$ cat config.mk
export PLATFORM = sky130hd
export DESIGN_NAME = ellipse_bresenham_raster
export DESIGN_NICKNAME = d
export VERILOG_FILES = /design/src/hw/rtl/ebr_pkg.sv /design/src/hw/rtl/ellipse_bresenham_raster.sv /design/src/hw/rtl/ebr_datapath.sv /design/src/hw/rtl/ebr_ctrl.sv
export SDC_FILE = /design/constraint.sdc
export NUM_CORES = 2
export LEC_CHECK = 0
export ABC_CLOCK_PERIOD_IN_PS = 16149
export BUFFER_PORTS_ARGS = -buffer_cell sky130_fd_sc_hd__buf_4
export CORE_ASPECT_RATIO = 2
export CORE_MARGIN = 8
export CORE_UTILIZATION = 50
export CTS_CLUSTER_DIAMETER = 30
export DETAILED_ROUTE_END_ITERATION = 12
export GPL_TIMING_DRIVEN = 1
export PLACE_DENSITY_LB_ADDON = 0.25
export SLEW_MARGIN = 20
export SYNTH_ARGS = -nofsm -noshare
export SYNTH_HDL_FRONTEND = slang
export SYNTH_SLANG_ARGS = --single-unit
$ cat constraint.sdc
create_clock -name clk -period 16.15 [get_ports clk]
set_clock_uncertainty 0.15 [all_clocks]
set_input_delay 0.8075 -clock clk [delete_from_list [all_inputs] [get_ports clk]]
set_output_delay 0.8075 -clock clk [all_outputs]
set_load 0.05 [all_outputs]
$ cat src/hw/rtl/ebr_pkg.sv
// Shared constants, codes and controller/datapath interface types for the ellipse rasteriser.
`timescale 1ns / 1ps
`default_nettype none

package ebr_pkg;

  // Default field widths of the block.
  localparam int COORD_BITS_DEF = 10;
  localparam int AXIS_BITS_DEF  = 9;

  // Four mirrored points are emitted for every step.
  localparam int NUM_POINTS = 4;
  localparam int PT_W       = $clog2(NUM_POINTS);
  localparam logic [PT_W-1:0] PT_LAST = PT_W'(NUM_POINTS - 1);

  // Command carried in tuser on the input stream.
  typedef enum logic {
    CMD_START = 1'b0,
    CMD_STEP  = 1'b1
  } cmd_e;

  // Commands from the controller to the datapath.
  typedef struct packed {
    logic            load_start;
    logic            square;
    logic            init_err;
    logic            load_point;
    logic [PT_W-1:0] point_idx;
    logic            commit;
  } ebr_cmd_t;

  // Status from the datapath to the controller.
  typedef struct packed {
    logic busy;
    logic out_free;
  } ebr_status_t;

endpackage

`default_nettype wire

$ cat src/hw/rtl/ellipse_bresenham_raster.sv
// Top level of the Bresenham ellipse rasteriser: stream ports, controller and datapath.
//
//  Channel   Direction  Transaction carries
//  s_*       in         command (tuser), centre and semi-axes (tdata)
//  m_*       out        one mirrored point (tdata), last point of the ellipse (tlast)
//
// A start command is accepted and then passes through the set-up states ST_SQUARE
// (squares), ST_PROD (shared product a*a*b) and ST_ERR (initial error). A step is
// accepted and then emits its four points one at a time through the single output
// register. A step while idle is accepted and dropped. Reset empties the output
// register and leaves no ellipse in progress. When m_tready is low the point waits
// in the output register and the controller holds until it leaves.
`timescale 1ns / 1ps
`default_nettype none

module ellipse_bresenham_raster #(
  parameter int COORD_BITS = ebr_pkg::COORD_BITS_DEF,
  parameter int AXIS_BITS  = ebr_pkg::AXIS_BITS_DEF
) (
  input  wire logic                       clk,
  input  wire logic                       rst,
  input  wire logic                       s_tvalid,
  output logic                            s_tready,
  // center_x, center_y, semi_a, semi_b, zero padding
  input  wire logic [((2*COORD_BITS+2*AXIS_BITS+7)/8)*8-1:0] s_tdata,
  // command
  input  wire logic                       s_tuser,
  output logic                            m_tvalid,
  input  wire logic                       m_tready,
  // point_x, point_y, zero padding
  output logic [((2*(COORD_BITS+2)+7)/8)*8-1:0] m_tdata,
  output logic                            m_tlast
);

  localparam int OUT_W    = COORD_BITS + 2;
  localparam int M_DATA_W = ((2 * OUT_W + 7) / 8) * 8;

  ebr_pkg::ebr_cmd_t    cmd;
  ebr_pkg::ebr_status_t status;

  logic signed [OUT_W-1:0] point_x;
  logic signed [OUT_W-1:0] point_y;

  ebr_ctrl u_ctrl (
    .clk        (clk),
    .rst        (rst),
    .in_valid   (s_tvalid),
    .in_ready   (s_tready),
    .in_command (s_tuser),
    .status     (status),
    .cmd        (cmd)
  );

  ebr_datapath #(
    .COORD_BITS (COORD_BITS),
    .AXIS_BITS  (AXIS_BITS)
  ) u_datapath (
    .clk         (clk),
    .rst         (rst),
    .cmd         (cmd),
    .status      (status),
    .in_center_x (s_tdata[COORD_BITS-1:0]),
    .in_center_y (s_tdata[2*COORD_BITS-1:COORD_BITS]),
    .in_semi_a   (s_tdata[2*COORD_BITS+AXIS_BITS-1:2*COORD_BITS]),
    .in_semi_b   (s_tdata[2*COORD_BITS+2*AXIS_BITS-1:2*COORD_BITS+AXIS_BITS]),
    .out_valid   (m_tvalid),
    .out_ready   (m_tready),
    .point_x     (point_x),
    .point_y     (point_y),
    .point_last  (m_tlast)
  );

  // Pack the point fields, point_x in the low bits.
  assign m_tdata = M_DATA_W'({point_y, point_x});

  // A step taken while an ellipse is in progress keeps the input closed next cycle.
  a_step_closes_input: assert property (@(posedge clk) disable iff (rst)
    s_tvalid && s_tready && (s_tuser == ebr_pkg::CMD_STEP) && status.busy |=> !s_tready)
    else $error("input open after an accepted step");

  // A start marks the ellipse busy and reopens the input after the set-up cycles.
  a_start_setup: assert property (@(posedge clk) disable iff (rst)
    s_tvalid && s_tready && (s_tuser == ebr_pkg::CMD_START) |=> status.busy ##3 s_tready)
    else $error("start set-up sequence broken");

  // The controller never overwrites a point that is still waiting.
  a_no_overwrite: assert property (@(posedge clk) disable iff (rst)
    cmd.load_point |-> status.out_free)
    else $error("point loaded over a waiting point");

  // State is only committed on the last point of a step.
  a_commit_on_last: assert property (@(posedge clk) disable iff (rst)
    cmd.commit |-> cmd.load_point && (cmd.point_idx == ebr_pkg::PT_LAST))
    else $error("step committed before its last point");

endmodule

`default_nettype wire

$ cat src/hw/rtl/ebr_datapath.sv
// Datapath: held ellipse state, shared products, decision terms and the output point register.
`timescale 1ns / 1ps
`default_nettype none

module ebr_datapath #(
  parameter int COORD_BITS = ebr_pkg::COORD_BITS_DEF,
  parameter int AXIS_BITS  = ebr_pkg::AXIS_BITS_DEF
) (
  input  wire logic                         clk,
  input  wire logic                         rst,
  input  wire ebr_pkg::ebr_cmd_t            cmd,
  output ebr_pkg::ebr_status_t              status,
  input  wire logic [COORD_BITS-1:0]        in_center_x,
  input  wire logic [COORD_BITS-1:0]        in_center_y,
  input  wire logic [AXIS_BITS-1:0]         in_semi_a,
  input  wire logic [AXIS_BITS-1:0]         in_semi_b,
  output logic                              out_valid,
  input  wire logic                         out_ready,
  output logic signed [COORD_BITS+1:0]      point_x,
  output logic signed [COORD_BITS+1:0]      point_y,
  output logic                              point_last
);

  localparam int OUT_W = COORD_BITS + 2;
  localparam int X_W   = AXIS_BITS + 1;
  localparam int Y_W   = AXIS_BITS + 2;
  localparam int SQ_W  = 2 * AXIS_BITS;
  localparam int PRD_W = 3 * AXIS_BITS + 1;
  localparam int ERR_W = 3 * AXIS_BITS + 5;
  localparam int T_W   = ERR_W + 2;

  // Held ellipse state.
  logic [COORD_BITS-1:0]   center_x;
  logic [COORD_BITS-1:0]   center_y;
  logic [AXIS_BITS-1:0]    semi_a;
  logic [X_W-1:0]          step_x;
  logic signed [Y_W-1:0]   step_y;
  logic signed [ERR_W-1:0] error_term;
  logic [SQ_W-1:0]         a_squared;
  logic [SQ_W-1:0]         b_squared;
  logic                    busy;

  // Free-running product and decision-term registers.
  logic [PRD_W-1:0]        prod_ay;
  logic [PRD_W-1:0]        prod_bx;
  logic                    dt_neg;
  logic signed [T_W-1:0]   h_term;
  logic signed [T_W-1:0]   v_term;

  // Combinational terms.
  logic [X_W-1:0]          y_mag;
  logic signed [T_W-1:0]   d_ext;
  logic signed [T_W-1:0]   aa_ext;
  logic signed [T_W-1:0]   bb_ext;
  logic signed [T_W-1:0]   ay_ext;
  logic signed [T_W-1:0]   bx_ext;
  logic signed [T_W-1:0]   dt_next;
  logic signed [T_W-1:0]   h_next;
  logic signed [T_W-1:0]   v_next;
  logic signed [T_W-1:0]   d_upd;
  logic                    err_neg;
  logic                    err_zero;
  logic                    inc_x;
  logic                    dec_y;
  logic                    fin;
  logic [OUT_W-1:0]        cx_o;
  logic [OUT_W-1:0]        cy_o;
  logic [OUT_W-1:0]        x_o;
  logic [OUT_W-1:0]        y_o;
  logic [OUT_W-1:0]        px_next;
  logic [OUT_W-1:0]        py_next;

  // y is never negative while an ellipse is in progress.
  assign y_mag  = step_y[AXIS_BITS:0];
  assign d_ext  = T_W'(error_term);
  assign aa_ext = $signed(T_W'(a_squared));
  assign bb_ext = $signed(T_W'(b_squared));
  assign ay_ext = $signed(T_W'(prod_ay));
  assign bx_ext = $signed(T_W'(prod_bx));

  // Tie-break term, chosen by the sign of the error, and the two move increments.
  assign err_neg  = error_term[ERR_W-1];
  assign err_zero = (error_term == '0);
  assign dt_next  = err_neg ? ((d_ext <<< 1) + (ay_ext <<< 1) - aa_ext)
                            : ((d_ext <<< 1) - (bx_ext <<< 1) - bb_ext);
  assign h_next   = (bx_ext <<< 1) + (bb_ext <<< 1) + bb_ext;
  assign v_next   = (aa_ext <<< 1) + aa_ext - (ay_ext <<< 1);

  // Move decision: horizontal, vertical or both.
  assign inc_x = !(!err_neg && !err_zero && !dt_neg);
  assign dec_y = !(err_neg && dt_neg);
  assign fin   = dec_y && (step_y == '0);
  assign d_upd = d_ext + (inc_x ? h_term : '0) + (dec_y ? v_term : '0);

  // Mirrored point for the selected quadrant.
  assign cx_o    = OUT_W'(center_x);
  assign cy_o    = OUT_W'(center_y);
  assign x_o     = OUT_W'(step_x);
  assign y_o     = OUT_W'(step_y);
  assign px_next = cmd.point_idx[1] ? (cx_o - x_o) : (cx_o + x_o);
  assign py_next = cmd.point_idx[0] ? (cy_o - y_o) : (cy_o + y_o);

  assign status.busy     = busy;
  assign status.out_free = !out_valid || out_ready;

  // Product and decision pipeline, refreshed every cycle from the held state.
  always_ff @(posedge clk) begin
    prod_ay <= PRD_W'(a_squared) * PRD_W'(y_mag);
    prod_bx <= PRD_W'(b_squared) * PRD_W'(step_x);
    dt_neg  <= dt_next[T_W-1];
    h_term  <= h_next;
    v_term  <= v_next;
  end

  // Held ellipse state: start, set-up and step updates.
  always_ff @(posedge clk) begin
    if (rst) begin
      busy <= 1'b0;
    end else if (cmd.load_start) begin
      busy <= 1'b1;
    end else if (cmd.commit && fin) begin
      busy <= 1'b0;
    end
    if (cmd.load_start) begin
      center_x <= in_center_x;
      center_y <= in_center_y;
      semi_a   <= in_semi_a;
      step_x   <= '0;
      step_y   <= Y_W'(in_semi_b);
    end else if (cmd.commit) begin
      step_x   <= step_x + X_W'(inc_x);
      step_y   <= step_y - Y_W'(dec_y);
    end
    if (cmd.square) begin
      a_squared <= SQ_W'(semi_a) * SQ_W'(semi_a);
      b_squared <= SQ_W'(step_y[AXIS_BITS-1:0]) * SQ_W'(step_y[AXIS_BITS-1:0]);
    end
    if (cmd.init_err) begin
      error_term <= ERR_W'(aa_ext + bb_ext - (ay_ext <<< 1));
    end else if (cmd.commit) begin
      error_term <= ERR_W'(d_upd);
    end
  end

  // Output register: holds one point until the transaction completes.
  always_ff @(posedge clk) begin
    if (rst) begin
      out_valid <= 1'b0;
    end else if (cmd.load_point) begin
      out_valid <= 1'b1;
    end else if (out_ready) begin
      out_valid <= 1'b0;
    end
    if (cmd.load_point) begin
      point_x    <= $signed(px_next);
      point_y    <= $signed(py_next);
      point_last <= (cmd.point_idx == ebr_pkg::PT_LAST) && fin;
    end
  end

endmodule

`default_nettype wire

$ cat src/hw/rtl/ebr_ctrl.sv
// Controller state machine: sequences start set-up and the four point emissions of a step.
`timescale 1ns / 1ps
`default_nettype none

module ebr_ctrl (
  input  wire logic                 clk,
  input  wire logic                 rst,
  input  wire logic                 in_valid,
  output logic                      in_ready,
  input  wire logic                 in_command,
  input  wire ebr_pkg::ebr_status_t status,
  output ebr_pkg::ebr_cmd_t         cmd
);

  typedef enum logic [2:0] {
    ST_IDLE,
    ST_SQUARE,
    ST_PROD,
    ST_ERR,
    ST_EMIT
  } state_t;

  state_t                   state;
  logic [ebr_pkg::PT_W-1:0] pt_idx;

  assign in_ready = (state == ST_IDLE);

  // Datapath commands decoded from the state.
  always_comb begin
    cmd           = '0;
    cmd.point_idx = pt_idx;
    unique case (state)
      ST_IDLE: begin
        cmd.load_start = in_valid && (in_command == ebr_pkg::CMD_START);
      end
      ST_SQUARE: begin
        cmd.square = 1'b1;
      end
      ST_PROD: begin
        cmd = cmd;
      end
      ST_ERR: begin
        cmd.init_err = 1'b1;
      end
      ST_EMIT: begin
        cmd.load_point = status.out_free;
        cmd.commit     = status.out_free && (pt_idx == ebr_pkg::PT_LAST);
      end
      default: begin
        cmd = '0;
      end
    endcase
  end

  // State and point counter.
  always_ff @(posedge clk) begin
    if (rst) begin
      state  <= ST_IDLE;
      pt_idx <= '0;
    end else begin
      unique case (state)
        ST_IDLE: begin
          if (in_valid) begin
            if (in_command == ebr_pkg::CMD_START) begin
              state <= ST_SQUARE;
            end else if (status.busy) begin
              state  <= ST_EMIT;
              pt_idx <= '0;
            end
          end
        end
        ST_SQUARE: begin
          state <= ST_PROD;
        end
        ST_PROD: begin
          state <= ST_ERR;
        end
        ST_ERR: begin
          state <= ST_IDLE;
        end
        ST_EMIT: begin
          if (status.out_free) begin
            pt_idx <= pt_idx + (ebr_pkg::PT_W)'(1);
            if (pt_idx == ebr_pkg::PT_LAST) begin
              state <= ST_IDLE;
            end
          end
        end
        default: begin
          state <= ST_IDLE;
        end
      endcase
    end
  end

endmodule

`default_nettype wire
After elaboration in Yosys (flattened, before gate mapping)

Cells that the tools add are included.

Flip-flop bits (word level): 271
Output and inout port bits: 27
Logic and storage cells: 113

$add $sub $neg: 19
Multiply operators: 4
Eq/ne operators: 12
Muxes and demuxes: 30
Bitwise operators: 1
Reductions and logical operators: 26

Operators by type and width:

| operator                                       | count |
|---|---|
| 32-bit two-way mux                             | 4 |
| 34-bit by 19-bit subtractor with 34-bit output | 2 |
| 32-bit adder                                   | 2 |
| 18-bit by 10-bit multiplier with 28-bit output | 2 |
| 9-bit by 9-bit multiplier with 18-bit output   | 2 |
| 33-bit by 30-bit adder with 34-bit output      | 1 |
| 34-bit two-way mux                             | 1 |
| 33-bit by 30-bit subtractor with 34-bit output | 1 |
| 32-bit zero test                               | 1 |
| 32-bit by 30-bit subtractor with 32-bit output | 1 |
| 30-bit by 18-bit adder with 31-bit output      | 1 |
| 29-bit by 19-bit adder with 30-bit output      | 1 |
| 20-bit by 29-bit subtractor with 30-bit output | 1 |
| 12-bit two-way mux                             | 2 |
| 19-bit by 18-bit adder with 20-bit output      | 1 |
| 18-bit by 18-bit adder with 19-bit output      | 1 |
| 9-bit two-way mux                              | 2 |
| 3-bit two-way mux                              | 5 |
| 11-bit by 11-bit adder with 12-bit output      | 1 |
| 3-bit one-hot mux with 4 select lines          | 1 |
| 11-bit by 11-bit subtractor with 12-bit output | 1 |
| 10-bit by 10-bit adder with 11-bit output      | 1 |
| 11-bit zero test                               | 1 |
| 10-bit by 10-bit subtractor with 11-bit output | 1 |
| other kinds (22)                               | 55 |

Logic depth before layout (Yosys ltp)

Depth after elaboration: 9
Depth in mapped cells: 24
Mapped depth without buffers: 22

By module

Synthesis repeated with hierarchy kept, for this count alone.

Cell total of the unflattened synthesis: 3532
Area total of the unflattened synthesis: 32775.2 um2

By module, submodules not included:

| module       | instances | cells each | area an instance (um2) | sequential area each (um2) |
|---|---|---|---|---|
| ebr_datapath | 1         | 3496       | 32451.1                | 6496.2 |
| ebr_ctrl     | 1         | 36         | 324.1                  | 100.1 |

Worst setup path before layout

Ideal clock, no wire load.

Kind: reg-to-reg
Start: reg u_datapath.step_x[3]
End: reg u_datapath.prod_bx[26]
Library setup time: 72 ps
Arrival time: 5702 ps
Required time: 15928 ps
Path slack: 10226 ps
Cell stages (with the launch flop): 21
Buffers on the path: 2
Period minus slack after synthesis: 5924 ps
Cell sequence: dfxtp_1 -> clkbuf_1 -> clkbuf_1 -> nand2_1 -> fa_1 -> inv_1 -> fa_1 -> fa_1 -> fa_1 -> inv_1 -> fa_1 -> inv_1 -> ha_1 -> a21oi_1 -> o21ai_1 -> o31ai_4 -> o21ai_2 -> a221o_1 -> a221o_1 -> a21oi_2 -> xnor2_1

Cells in the longest elaborated chain, start to end: 1

RTL lines:

| element                                        | line                | RTL |
|---|---|---|
| start, declared                                | ebr_datapath.sv:36  | `logic [X_W-1:0] step_x;` |
| start signal, assigned                         | ebr_datapath.sv:131 | `step_x <= step_x + X_W'(inc_x);` |
| 18-bit by 10-bit multiplier with 28-bit output | ebr_datapath.sv:109 | `prod_bx <= PRD_W'(b_squared) * PRD_W'(step_x);` |
| end signal, assigned                           | ebr_datapath.sv:109 |  |
| end, declared                                  | ebr_datapath.sv:45  | `logic [PRD_W-1:0] prod_bx;` |

No other way between the ends.
A chain may end at the register's enable or synchronous reset.

Worst setup path in the final report

Start: reg u_datapath.step_x[6]
End: reg u_datapath.prod_bx[27]

Same word-level chain as after synthesis.

==> summary.txt <==
Run status
  – Status: complete, no violations

Pwr
  – Psw: about 3.3 mW
  – Leakage: ~18 nW
  – Combinational power share: 0.668
  – Internal power: about 3.8 mW
  – Worst VDD drop: about 0.00018 V
  – Clock Power Share: 0.175
  – Sequential power share: 0.157
  – Net Sw Frac: 0.466
  – Pwr dens: roughly 190 mW/mm2

Synth
  – Number of synthesized register bits: 265
  – EDFF count, synth: roughly 130
  – Synth area leader: fa_1
  – Sequential fraction of the synthesis area: 0.202
  – Area contributors post-synth: fa_1 (25%), ha_1 (16%), edfxtp_1 (12%)
  – Cell Area, Synth: between 0.03 and 0.04 mm2
  – Synth top area share: 0.247
  – Ys async rst share: 0
  – YS warnings: 0
  – Synthesized net count: around 4500
  – Synth Instances: 3576
  – Mean Syn Cell Area: 9.14 um2
  – Synth Flop Type: dfxtp_1
  – Library cells used by synthesis: 80

Worst setup path
  – Crit path capture type: flip-flop
  – Worst EP arrival: between 7000 and 8000 ps
  – Worst EP required: ~17000 ps
  – CP max FO: 16
  – CP Class: flip-flop to flip-flop
  – Crit start category: flip-flop

Floorplan
  – I/O pins: 72
  – Row cnt: roughly 130
  – Die area: 0.0743 mm2
  – Die X-Extent: just under 200 um
  – Die H: 378 um
  – Initial core utilization: 0.505
  – Core area: 0.0647 mm2

Clock network
  – Cts repair resizes: 0
  – Root Buffer: clkbuf_16
  – Clock latency on the worst-skew pair: approximately 640 ps
  – Clock tree buffer depth: 3
  – Clock slew at reported path FFs: ~60 ps
  – Post-CTS Hold Buffers: 0
  – CTS Buf Count: 57
  – TritonCTS Sinks: between 200 and 300
  – Postcts setup bufs: 0
  – H-Tree Depth: 2
  – CTS tree: yes

Route
  – Detailed Route WL: 86600 um
  – WL per Instance: 18.9 um
  – DRC viols: 0
  – DRT Pass-1 Iters: 7
  – DRT iter0 DRCs: approximately 920
  – Routed Antenna Nets: 0
  – Via-to-Cell Ratio: roughly 5.4
  – Vias: around 25000

Global routing
  – First-pass GRT wire length: around 140000 um
  – GRT overflow: 0
  – Vias in the first global route: 27400
  – Initial antenna violation count: 0
  – Gr usage total: 0.241
  – Largest net degree at the start of global routing: 58

Run
  – Max Cap Viol: 0

STA
  – Setup TNS: 0 ps
  – Worst hold slack: 187 ps
  – Max Clk Rate: between 100 and 150 MHz
  – Final Cycle Share: 0.436
  – Final max-slew violation count: 0
  – RSZ-0062 raised after global routing: no
  – Normalized max-slew margin: 0.298
  – Final hold violation count: 0
  – Final setup vio count: 0
  – Worst-Margin Slew: 1040 ps
  – Min cycle time layout: roughly 7000 ps

Layout
  – Fraction of layout cells with a size suffix above 1: 0.0613
  – Final instance area: 0.0363 mm2
  – Register area: 0.00660 mm2
  – Multi-input combinational cell area: between 0.02 and 0.025 mm2
  – Antenna cell count: 0
  – Most common cell after layout, fill and taps aside: inv_1
  – Fill cells: ~6000
  – Finished Layout Cells: approximately 4600
  – Most frequent cells in the layout: inv_1 (670), ha_1 (427), fa_1 (403)
  – Synth-to-Final Area Change: 11.0%
  – Layout Nets: roughly 4500

Place
  – DPL Wire Length: about 70000 um
  – IO buf count: slightly below 70
  – Dpl cell area: about 0.034 mm2
  – Placed Instances: ~4500
  – Placer Congestion: around 0.91

Hold path
  – HP Class: input pin to flip-flop
## through the flow
| step | power [mW] | utilization | setup slack, ps |
|---|---|---|---|
| finish | 7.05 | 0.560 | 9110 |
| global route | 7.72 | 0.560 | 8810 |
| CTS | 7.09 | 0.560 | 9080 |
| detailed placement | 5.80 | 0.529 | 9150 |
| global placement | 5.71 | 0.529 | 9190 |
| floorplan | 4.68 | - | 10230 |
## flip-flops by register name, summed over array words and instances (netlist names)
register	count
u_datapath.error_term	32
u_datapath.h_term	30
u_datapath.v_term	30
u_datapath.prod_ay	28
u_datapath.prod_bx	28
u_datapath.a_squared	17
u_datapath.b_squared	17
u_datapath.point_x	12
u_datapath.point_y	12
u_datapath.step_y	11
u_datapath.center_x	10
u_datapath.center_y	10
u_datapath.step_x	10
u_datapath.semi_a	9
u_ctrl.state	3
u_ctrl.pt_idx	2
u_datapath.busy	1
u_datapath.dt_neg	1
u_datapath.out_valid	1
u_datapath.point_last	1
## cell usage after synthesis (all sizes together) (11+ instances only)
library cell / count
a211oi: 13
a21o: 86
a21oi: 171
a31oi: 13
and2: 107
and3: 16
clkbuf: 71
clkinv: 11
dfxtp: 136
edfxtp: 129
fa: 403
ha: 427
inv: 671
nand2: 366
nand2b: 28
nand3: 36
nand4: 21
nor2: 278
nor2b: 26
nor3: 40
o21a: 20
o21ai: 108
o21bai: 25
o31ai: 13
xnor2: 159
xor2: 77
## worst paths after layout
kind | endpoint | slack (ps) | depth (start not counted) | from
hold / removal | u_datapath.center_y[8] | 190 | 1 | s_tdata[18]
setup / recovery | u_datapath.prod_bx[27] | 9110 | 19 | u_datapath.step_x[6]
setup reg to reg | u_datapath.prod_bx[27] | 9110 | 19 | u_datapath.step_x[6]
hold reg to reg | u_datapath.h_term[22] | 350 | 1 | u_datapath.prod_bx[21]
## layer usage
metal  track usage  share of wire  vias up
met1         0.209           0.32    12100
li1              -              -    11600
met3        0.0242          0.030      337
met2         0.482           0.56      560
met4         0.198          0.094        0
met5             0              0        -
## worst max-delay path: stages, from the launching register on
cell and delay [ps]:
dfxtp_1 540, clkinv_1 680, nor2_1 370, fa_1 440, fa_1 490, fa_1 520, fa_1 560, inv_1 60
fa_1 530, inv_1 40, ha_1 350, a21oi_1 290, o21ai_1 230, a2111oi_2 510, nor3_1 230, o2111ai_1 330
nand2_1 140, a21o_1 200, a21oi_1 170, xnor2_1 130
## logic make-up after synthesis
group | share of synthesized area
flip-flops | 0.202
AND/OR/NAND/NOR | 0.133
multiplexers | 0.00348
AO/OA/AOI/OAI | 0.100
buffers and inverters | 0.0874
XOR/XNOR | 0.0632
adder cells (fa/ha/maj) | 0.410
## power groups by stage
stage | Combinational, mW | Sequential [mW] | Clock (mW)
2_1_floorplan | 3.64 | 1.04 | 0
3_3_place_gp | 4.60 | 1.11 | 0
3_5_place_dp | 4.69 | 1.11 | 0
4_1_cts | 4.73 | 1.10 | 1.26
5_1_grt | 5.32 | 1.12 | 1.29
6_report | 4.71 | 1.10 | 1.24
## area by class of cell
class                   instances  area share
repair buffers                 98      0.0203
clock inverters                32      0.0118
well taps                     871      0.0300
multi-input cells            2550       0.641
flip-flops and latches        265       0.182
clock buffers                  76      0.0450
inverters                     682      0.0706
No activity file was read; power rests on OpenSTA's default activity.
